[src/rtl/mipa_pkg.sv]
// ----------------------------------------------------------------------------
// mipa_pkg
// Shared constants, register indexes and a divide helper for the meter increment
// period archiver.
// ----------------------------------------------------------------------------
package mipa_pkg;

	// Field widths
	localparam int CountW   = 32;
	localparam int TimeW    = 32;
	localparam int PeriodW  = 16;
	localparam int OffsetW  = 8;
	localparam int MeterW   = 8;
	localparam int SecW     = 6;
	localparam int MinW     = 6;
	localparam int HourW    = 5;
	localparam int ElapsedW = 16;
	localparam int CfgIdxW  = 2;

	// Quotient width of a 32-bit time difference divided by 60
	localparam int QuotW = 27;

	// Counter wrap window and rule constants
	localparam logic [CountW-1:0]   WRAP_NEW_MAX  = 32'h0000_00ff;
	localparam logic [CountW-1:0]   WRAP_OLD_MIN  = 32'hffff_ff00;
	localparam logic [ElapsedW-1:0] ELAPSED_CAP   = 16'hffff;
	localparam logic [PeriodW-1:0]  MODE_TWO_HOUR = 16'd120;
	localparam logic [PeriodW-1:0]  MODE_DAY      = 16'd1440;
	localparam logic [PeriodW-1:0]  PERIOD_MIN    = 16'd3;
	localparam logic [QuotW-1:0]    ALIGN_MIN_EL  = 27'd5;
	localparam logic [MinW-1:0]     ALIGN_MINUTE  = 6'd5;
	localparam logic [OffsetW-1:0]  HOUR_LAST     = 8'd23;

	// ceil(2^35 / 15): exact quotient for any dividend below 2^32
	localparam logic [31:0] DIV15_RECIP = 32'h8888_8889;
	localparam int          DIV15_SHIFT = 35;

	// Configuration register indexes
	typedef enum logic [CfgIdxW-1:0] {
		CFG_PERIOD_MINUTES = 2'd0,
		CFG_HOUR_OFFSET    = 2'd1,
		CFG_METER_NUMBER   = 2'd2
	} cfg_idx_t;

	// Divide a time difference in seconds by 60: drop two bits, then
	// multiply by the reciprocal of 15 (a sum of constant shifts).
	function automatic logic [QuotW-1:0] div60(input logic [TimeW-1:0] diff);
		logic [29:0] x;
		logic [61:0] prod;
		x    = diff[TimeW-1:2];
		prod = 62'(x) * 62'(DIV15_RECIP);
		return prod[61:DIV15_SHIFT];
	endfunction

endpackage

[src/rtl/meter_increment_period_archiver_core.sv]
// ----------------------------------------------------------------------------
// meter_increment_period_archiver_core
// Accumulates meter count increments per period and emits archive records.
// ----------------------------------------------------------------------------
// One result per item, one item per clock unless out_stall holds back a
// result. An accepted item sits in the input register until a single
// combinational pass (wrap-aware count delta, elapsed-minute divide by 60 as
// a constant multiply, period rule) updates the state registers and loads the
// result register, which shows the result until it is taken. The result
// register frees the input side, so in_stall rises only while a result is
// held by out_stall and the next one is already waiting. Configuration writes
// are always taken (cfg_ready is tied high) and must only happen while the
// block is idle.
// ----------------------------------------------------------------------------
module meter_increment_period_archiver_core (
	input  logic                                clk,
	input  logic                                arst_n,
	// configuration write channel
	input  logic                                cfg_valid,
	output logic                                cfg_ready,
	input  logic [mipa_pkg::CfgIdxW-1:0]        cfg_index,
	input  logic [31:0]                         cfg_data,
	// scan item channel
	input  logic                                in_valid,
	output logic                                in_stall,
	input  logic [mipa_pkg::CountW-1:0]         count_value,
	input  logic [mipa_pkg::TimeW-1:0]          now_seconds,
	input  logic [mipa_pkg::SecW-1:0]           clock_second,
	input  logic [mipa_pkg::MinW-1:0]           clock_minute,
	input  logic [mipa_pkg::HourW-1:0]          clock_hour,
	input  logic                                first_run,
	// result channel
	output logic                                out_valid,
	input  logic                                out_stall,
	output logic [mipa_pkg::CountW-1:0]         accumulated,
	output logic                                period_done,
	output logic                                record_valid,
	output logic [mipa_pkg::MeterW-1:0]         record_meter,
	output logic [mipa_pkg::CountW-1:0]         record_total,
	output logic [mipa_pkg::TimeW-1:0]          record_start,
	output logic [mipa_pkg::ElapsedW-1:0]       record_elapsed
);

	// Configuration registers
	logic [mipa_pkg::PeriodW-1:0]  period_minutes_q;
	logic [mipa_pkg::OffsetW-1:0]  hour_offset_q;
	logic [mipa_pkg::MeterW-1:0]   meter_number_q;

	// Period state
	logic [mipa_pkg::CountW-1:0]   last_count_q;
	logic [mipa_pkg::CountW-1:0]   increment_sum_q;
	logic [mipa_pkg::TimeW-1:0]    period_start_q;
	logic                          done_flag_q;

	// Input register
	logic                          valid_s1;
	logic [mipa_pkg::CountW-1:0]   count_value_s1;
	logic [mipa_pkg::TimeW-1:0]    now_seconds_s1;
	logic [mipa_pkg::SecW-1:0]     clock_second_s1;
	logic [mipa_pkg::MinW-1:0]     clock_minute_s1;
	logic [mipa_pkg::HourW-1:0]    clock_hour_s1;
	logic                          first_run_s1;

	// Result register
	logic                          out_valid_q;
	logic [mipa_pkg::CountW-1:0]   accumulated_q;
	logic                          period_done_q;
	logic                          record_valid_q;
	logic [mipa_pkg::MeterW-1:0]   record_meter_q;
	logic [mipa_pkg::CountW-1:0]   record_total_q;
	logic [mipa_pkg::TimeW-1:0]    record_start_q;
	logic [mipa_pkg::ElapsedW-1:0] record_elapsed_q;

	// Single-pass results
	logic                          advance;
	logic                          take_in;
	logic [mipa_pkg::CountW-1:0]   last_base;
	logic [mipa_pkg::TimeW-1:0]    start_base;
	logic [mipa_pkg::HourW-1:0]    hour_off_eff;
	logic                          disabled;
	logic                          count_wrap;
	logic                          count_add;
	logic [mipa_pkg::CountW-1:0]   sum_base;
	logic [mipa_pkg::CountW-1:0]   sum_new;
	logic [mipa_pkg::QuotW-1:0]    elapsed;
	logic [mipa_pkg::QuotW-1:0]    period_ext;
	logic                          rule_period;
	logic                          rule_cap;
	logic                          rule_two_hour;
	logic                          rule_day;
	logic                          fire;

	// Handshake: the input register moves on whenever the result register is
	// free or being emptied this cycle
	assign advance   = valid_s1 & ~(out_valid_q & out_stall);
	assign in_stall  = valid_s1 & out_valid_q & out_stall;
	assign take_in   = in_valid & ~in_stall;
	assign cfg_ready = 1'b1;

	// Hold configuration registers, write on handshake
	always_ff @(posedge clk or negedge arst_n) begin
		if (!arst_n) begin
			period_minutes_q <= '0;
			hour_offset_q    <= '0;
			meter_number_q   <= '0;
		end else if (cfg_valid && cfg_ready) begin
			case (cfg_index)
				mipa_pkg::CFG_PERIOD_MINUTES: period_minutes_q <= cfg_data[mipa_pkg::PeriodW-1:0];
				mipa_pkg::CFG_HOUR_OFFSET:    hour_offset_q    <= cfg_data[mipa_pkg::OffsetW-1:0];
				mipa_pkg::CFG_METER_NUMBER:   meter_number_q   <= cfg_data[mipa_pkg::MeterW-1:0];
				default: ;
			endcase
		end
	end

	// Capture the item into the input register
	always_ff @(posedge clk or negedge arst_n) begin
		if (!arst_n) begin
			valid_s1 <= 1'b0;
		end else if (take_in) begin
			valid_s1 <= 1'b1;
		end else if (advance) begin
			valid_s1 <= 1'b0;
		end
	end

	always_ff @(posedge clk) begin
		if (take_in) begin
			count_value_s1  <= count_value;
			now_seconds_s1  <= now_seconds;
			clock_second_s1 <= clock_second;
			clock_minute_s1 <= clock_minute;
			clock_hour_s1   <= clock_hour;
			first_run_s1    <= first_run;
		end
	end

	// Work out the period step for the item in the input register
	always_comb begin
		// first run reloads start time and last count before anything else
		last_base  = first_run_s1 ? count_value_s1 : last_count_q;
		start_base = first_run_s1 ? now_seconds_s1 : period_start_q;
		disabled   = (period_minutes_q < mipa_pkg::PERIOD_MIN);

		// offsets past the last hour of the day act as zero
		hour_off_eff = (hour_offset_q > mipa_pkg::HOUR_LAST) ? '0
		                                                     : hour_offset_q[mipa_pkg::HourW-1:0];

		// add rising counts, and counts that wrapped through the top
		count_wrap = (count_value_s1 <= mipa_pkg::WRAP_NEW_MAX) &&
		             (last_base > mipa_pkg::WRAP_OLD_MIN);
		count_add  = (count_value_s1 > last_base) || count_wrap;
		sum_base   = done_flag_q ? '0 : increment_sum_q;
		sum_new    = count_add ? (sum_base + (count_value_s1 - last_base)) : sum_base;

		// elapsed minutes; a start time in the future reads as the cap
		if (now_seconds_s1 >= start_base) begin
			elapsed = mipa_pkg::div60(now_seconds_s1 - start_base);
		end else begin
			elapsed = mipa_pkg::QuotW'(mipa_pkg::ELAPSED_CAP);
		end
		period_ext = mipa_pkg::QuotW'(period_minutes_q);

		rule_period   = (elapsed >= period_ext) &&
		                (period_minutes_q != mipa_pkg::MODE_TWO_HOUR);
		rule_cap      = (elapsed >= mipa_pkg::QuotW'(mipa_pkg::ELAPSED_CAP));
		rule_two_hour = (elapsed >= mipa_pkg::ALIGN_MIN_EL) &&
		                (period_minutes_q == mipa_pkg::MODE_TWO_HOUR) &&
		                (clock_minute_s1 < mipa_pkg::ALIGN_MINUTE) &&
		                ((clock_hour_s1[0] ^ hour_off_eff[0]) == 1'b0);
		rule_day      = (elapsed >= mipa_pkg::ALIGN_MIN_EL) &&
		                (period_minutes_q == mipa_pkg::MODE_DAY) &&
		                (clock_minute_s1 == '0) &&
		                (clock_hour_s1 == hour_off_eff);
		fire = !disabled && (clock_second_s1 == '0) &&
		       (rule_period || rule_cap || rule_two_hour || rule_day);
	end

	// Advance the period state
	always_ff @(posedge clk or negedge arst_n) begin
		if (!arst_n) begin
			last_count_q    <= '0;
			increment_sum_q <= '0;
			period_start_q  <= '0;
			done_flag_q     <= 1'b0;
		end else if (advance) begin
			last_count_q <= count_value_s1;
			done_flag_q  <= fire;
			if (disabled) begin
				increment_sum_q <= '0;
				period_start_q  <= now_seconds_s1;
			end else begin
				increment_sum_q <= sum_new;
				period_start_q  <= fire ? now_seconds_s1 : start_base;
			end
		end
	end

	// Load the result register
	always_ff @(posedge clk or negedge arst_n) begin
		if (!arst_n) begin
			out_valid_q <= 1'b0;
		end else if (advance) begin
			out_valid_q <= 1'b1;
		end else if (!out_stall) begin
			out_valid_q <= 1'b0;
		end
	end

	always_ff @(posedge clk) begin
		if (advance) begin
			accumulated_q    <= disabled ? '0 : sum_new;
			period_done_q    <= fire;
			record_valid_q   <= fire;
			record_meter_q   <= fire ? meter_number_q : '0;
			record_total_q   <= fire ? sum_new : '0;
			record_start_q   <= fire ? start_base : '0;
			record_elapsed_q <= fire ? elapsed[mipa_pkg::ElapsedW-1:0] : '0;
		end
	end

	assign out_valid      = out_valid_q;
	assign accumulated    = accumulated_q;
	assign period_done    = period_done_q;
	assign record_valid   = record_valid_q;
	assign record_meter   = record_meter_q;
	assign record_total   = record_total_q;
	assign record_start   = record_start_q;
	assign record_elapsed = record_elapsed_q;

endmodule

[config.mk]
export PLATFORM = sky130hd
export DESIGN_NAME = meter_increment_period_archiver_core
export DESIGN_NICKNAME = d
export VERILOG_FILES = /design/src/rtl/mipa_pkg.sv /design/src/rtl/meter_increment_period_archiver_core.sv
export SDC_FILE = /design/constraint.sdc
export NUM_CORES = 1
export LEC_CHECK = 0
export BUFFER_PORTS_ARGS = -buffer_cell sky130_fd_sc_hd__buf_2
export CAP_MARGIN = 10
export CORE_UTILIZATION = 62
export CTS_CLUSTER_DIAMETER = 60
export DETAILED_ROUTE_END_ITERATION = 6
export PLACE_DENSITY_LB_ADDON = 0.25
export SYNTH_ARGS = -nofsm -noshare
export SYNTH_HDL_FRONTEND = slang
export SYNTH_SLANG_ARGS = --single-unit
[constraint.sdc]
create_clock -name clk -period 16.1 [get_ports clk]
set_clock_uncertainty 0.15 [all_clocks]
set_input_delay 1.61 -clock clk [delete_from_list [all_inputs] [get_ports clk]]
set_output_delay 1.61 -clock clk [all_outputs]
set_load 0.005 [all_outputs]
==> results_tabular.tex <==
\begin{tabular}{lr}
\hline
Metric & Value \\
\hline
\multicolumn{2}{l}{\textbf{Run status}} \\
\quad Run status & finished, final reports clean \\
\multicolumn{2}{l}{\textbf{Yosys}} \\
\quad Synth Net Count & between 3000 and 4000 \\
\quad Share of synthesized area occupied by flip-flops and latches & 0.347 \\
\quad Summed instance area of the synthesized netlist & between 20000 and 30000 um\^{}2 \\
\quad Synth unique cells & 85 \\
\quad Most common library cells after synthesis & 360 x ha\_1, 354 x inv\_1, 203 x edfxtp\_1 \\
\quad Count of flip-flops with a built-in enable after synthesis & around 200 \\
\quad \#FFs+latches synth & between 300 and 400 \\
\quad Portion of synthesized cell area occupied by the leading cell type & 0.226 \\
\quad Top post-synthesis cells by area & edfxtp\_1 23\%, ha\_1 17\%, dfrtp\_1 12\%, fa\_1 11\%, inv\_1 4.9\% \\
\quad Warnings, synthesis & 0 \\
\quad Fraction of synthesis flops using an asynchronous set or reset pin & 0.392 \\
\quad Largest area contributor in the synthesized netlist & edfxtp\_1 \\
\quad Most numerous cell in the Yosys netlist & ha\_1 \\
\quad Synthesized netlist cell count & between 2000 and 3000 \\
\quad Syn\_area\_per\_cell & 10.3 um\^{}2 \\
\quad Dominant register cell in the synthesized netlist & edfxtp\_1 \\
\multicolumn{2}{l}{\textbf{Placed design}} \\
\quad Final GP Congestion & roughly 0.92 \\
\quad Number of port buffers & about 230 \\
\quad HPWL Detailed & about 53000 um \\
\quad Pre-CTS setup slack & 2110 ps \\
\multicolumn{2}{l}{\textbf{Critical path}} \\
\quad Kind of cell adding the most delay to the critical path & compound AO/OA/AOI/OAI gates \\
\quad Standard cell with the maximum stage delay on the critical path & o31ai\_1 \\
\quad Largest driver fanout on the critical path & 33 \\
\quad Worst path max stage delay & approximately 880 ps \\
\quad Critical path launch point type & register \\
\quad Most used cell along the critical path & ha\_1 \\
\quad Worst Setup Path Type & register to register \\
\quad Worst Path Buf+Inv & 2 \\
\quad Required @ worst endpoint & between 15000 and 20000 ps \\
\quad Critical Path End Type & register \\
\quad Crit path DAT & roughly 15000 ps \\
\multicolumn{2}{l}{\textbf{Route}} \\
\quad Vias post-DR & 20600 \\
\quad Wirelength per Cell & approximately 20 um \\
\quad Violation count after the first detailed-routing iteration & $\sim$1500 \\
\quad Number of iterations in the first detailed-routing pass & 5 \\
\quad Overall routed net length & 68500 um \\
\quad Antenna violation net count after detailed routing & 0 \\
\quad DRC viols & 0 \\
\quad Number of vias per cell after detailed routing & roughly 6 \\
\multicolumn{2}{l}{\textbf{Clocking}} \\
\quad Post-CTS repair timing setup buffer count & 0 \\
\quad Clock latency on the worst-skew pair & roughly 570 ps \\
\quad Clk pin slew, worst setup/hold paths & around 60 ps \\
\quad Number of resized instances in the post-cts repair step & 0 \\
\quad Inserted Clock Buffers & 39 \\
\quad CTS tree & done \\
\quad CTS Sinks & around 330 \\
\quad Number of H-tree branching levels & 2 \\
\quad Root buffer cell & clkbuf\_16 \\
\quad Max Root-Sink Buffers & 3 \\
\quad Number of buffers inserted for hold repair after clock tree synthesis & 0 \\
\multicolumn{2}{l}{\textbf{GRT}} \\
\quad First-pass GRT wire length & 109000 um \\
\quad Pin count of the biggest net entering global routing & 80 \\
\quad Grt total ovfl & 0 \\
\quad Number of global-route vias before repair & between 20000 and 25000 \\
\quad Antenna violations before repair & 0 \\
\quad Global Route Usage Sum & 0.313 \\
\multicolumn{2}{l}{\textbf{Cells and area}} \\
\quad Area growth from synthesis to layout & 11.1\% \\
\quad Layout net count & roughly 3500 \\
\quad Ratio of cells with drive above 1 in the final layout & 0.133 \\
\quad Diode count & 0 \\
\multicolumn{2}{l}{\textbf{Timing}} \\
\quad Summed negative setup slack over all endpoints & 0 ps \\
\quad Minimum clock period & between 10000 and 15000 ps \\
\quad Final worst-path cycle share & 0.899 \\
\quad Slew Limit Headroom & 0.263 \\
\quad Max Clk Rate & 0.0691 GHz \\
\quad RSZ-0062 raised after global routing & false \\
\quad Worst-margin pin slew & 1100 ps \\
\quad Final number of max-transition violations & 0 \\
\quad Least setup slack across all paths after layout & roughly 1600 ps \\
\quad Number of setup violations in the final report & 0 \\
\quad Number of hold violations in the final report & 0 \\
\multicolumn{2}{l}{\textbf{Floorplan}} \\
\quad Starting Density & 0.628 \\
\quad Die X-Extent & $\sim$210 um \\
\quad Core Rows & 76 \\
\quad Core Box Area & $\sim$43000 um\^{}2 \\
\quad Die span in y & roughly 210 um \\
\quad Top-Level Pins & $\sim$250 \\
\quad Die area & between 40000 and 50000 um\^{}2 \\
\multicolumn{2}{l}{\textbf{Min path}} \\
\quad Worst min path class & register to register \\
\multicolumn{2}{l}{\textbf{Job}} \\
\quad Max-cap violations & 0 \\
\hline
\end{tabular}
-- state kept, by name (all words and copies together), names as in the netlist --
signal,count
accumulated,32
clock_hour_s1,5
clock_minute_s1,6
clock_second_s1,6
count_value_s1,32
done_flag_q,1
first_run_s1,1
hour_offset_q,8
increment_sum_q,32
last_count_q,32
meter_number_q,8
now_seconds_s1,32
out_valid,1
period_minutes_q,16
period_start_q,32
record_elapsed,16
record_meter,8
record_start,32
record_total,32
record_valid,1
valid_s1,1
-- placed cells by master, fill, tap and decap left out, types with 34 or more instances in the layout --
cell | synthesis | final
ha_1 | 360 | 360
nand2b_1 | 47 | 47
nand3_1 | 34 | 34
buf_2 | 12 | 227
clkbuf_16 | 0 | 40
a221o_1 | 34 | 34
nand4_1 | 34 | 34
edfxtp_1 | 203 | 203
nor2_1 | 185 | 184
o21ai_0 | 121 | 121
mux2_2 | 40 | 40
dfrtp_1 | 131 | 131
fa_1 | 144 | 144
xor2_1 | 36 | 36
a21oi_1 | 121 | 121
nand2_1 | 164 | 163
mux2i_1 | 69 | 69
xnor2_1 | 41 | 41
a21o_1 | 59 | 59
inv_1 | 354 | 353
-- through the flow --
stage	cell area (um^2)	util	std cells	hold slack, ps
floorplan	27000	-	2623	295
global placement	28700	0.669	3380	310
detailed placement	28700	0.669	3380	319
CTS	30000	0.698	3452	331
global route	30000	0.698	3452	348
finish	30000	0.698	3452	328
-- path summary, 6_finish.rpt --
kind	startpoint	end	slack, ps	cells past startpoint
setup reg to reg	first_run_s1	period_start_q[12]	1630	43
hold reg to reg	increment_sum_q[6]	increment_sum_q[6]	330	2
setup / recovery	first_run_s1	period_start_q[12]	1630	43
hold / removal	increment_sum_q[6]	increment_sum_q[6]	330	2
max in group asynchronous	arst_n	period_start_q[10]	13510	2
min in group asynchronous	arst_n	last_count_q[18]	850	1
-- worst register-to-register path, delay by kind of cell, from the launching register on --
kind | cells | cell delay, ps
buffers and inverters | 2 | 140
multiplexers | 2 | 740
AO/OA/AOI/OAI | 23 | 6580
XOR/XNOR | 1 | 500
adder cells (fa/ha/maj) | 10 | 4370
AND/OR/NAND/NOR | 5 | 1150
flip-flops | 1 | 710
-- layer usage --
metal / GRT usage / wire length (um) / part of all wire
met5: 0 / 0 / 0
met4: 0.121 / 2420 / 0.035
met3: 0.0422 / 4070 / 0.059
met2: 0.524 / 33300 / 0.49
met1: 0.414 / 28800 / 0.42
-- area by class of cell --
| cell class | count | area [um^2] |
|---|---|---|
| timing repair buffer | 248 | 1300 |
| multi-input combinational | 1858 | 16000 |
| inverter | 355 | 1340 |
| clock buffer | 53 | 1080 |
| fill | 3252 | 13000 |
| tap | 585 | 732 |
| clock inverter | 19 | 195 |
| sequential | 334 | 9370 |
-- cell families (layout without fill, tap and decap cells) --
| group | after synthesis | after routing | share of synthesized area |
|---|---|---|---|
| other | 1 | 1 | 0.000139 |
| flip-flops | 334 | 334 | 0.347 |
| multiplexers | 109 | 109 | 0.0423 |
| AND/OR/NAND/NOR | 629 | 629 | 0.113 |
| adder cells (fa/ha/maj) | 504 | 504 | 0.274 |
| buffers and inverters | 431 | 675 | 0.0616 |
| AO/OA/AOI/OAI | 538 | 538 | 0.137 |
| XOR/XNOR | 77 | 77 | 0.0250 |
Power is not shown: default switching activity piles up to over one toggle a cycle in this logic, so the estimate is an artifact.
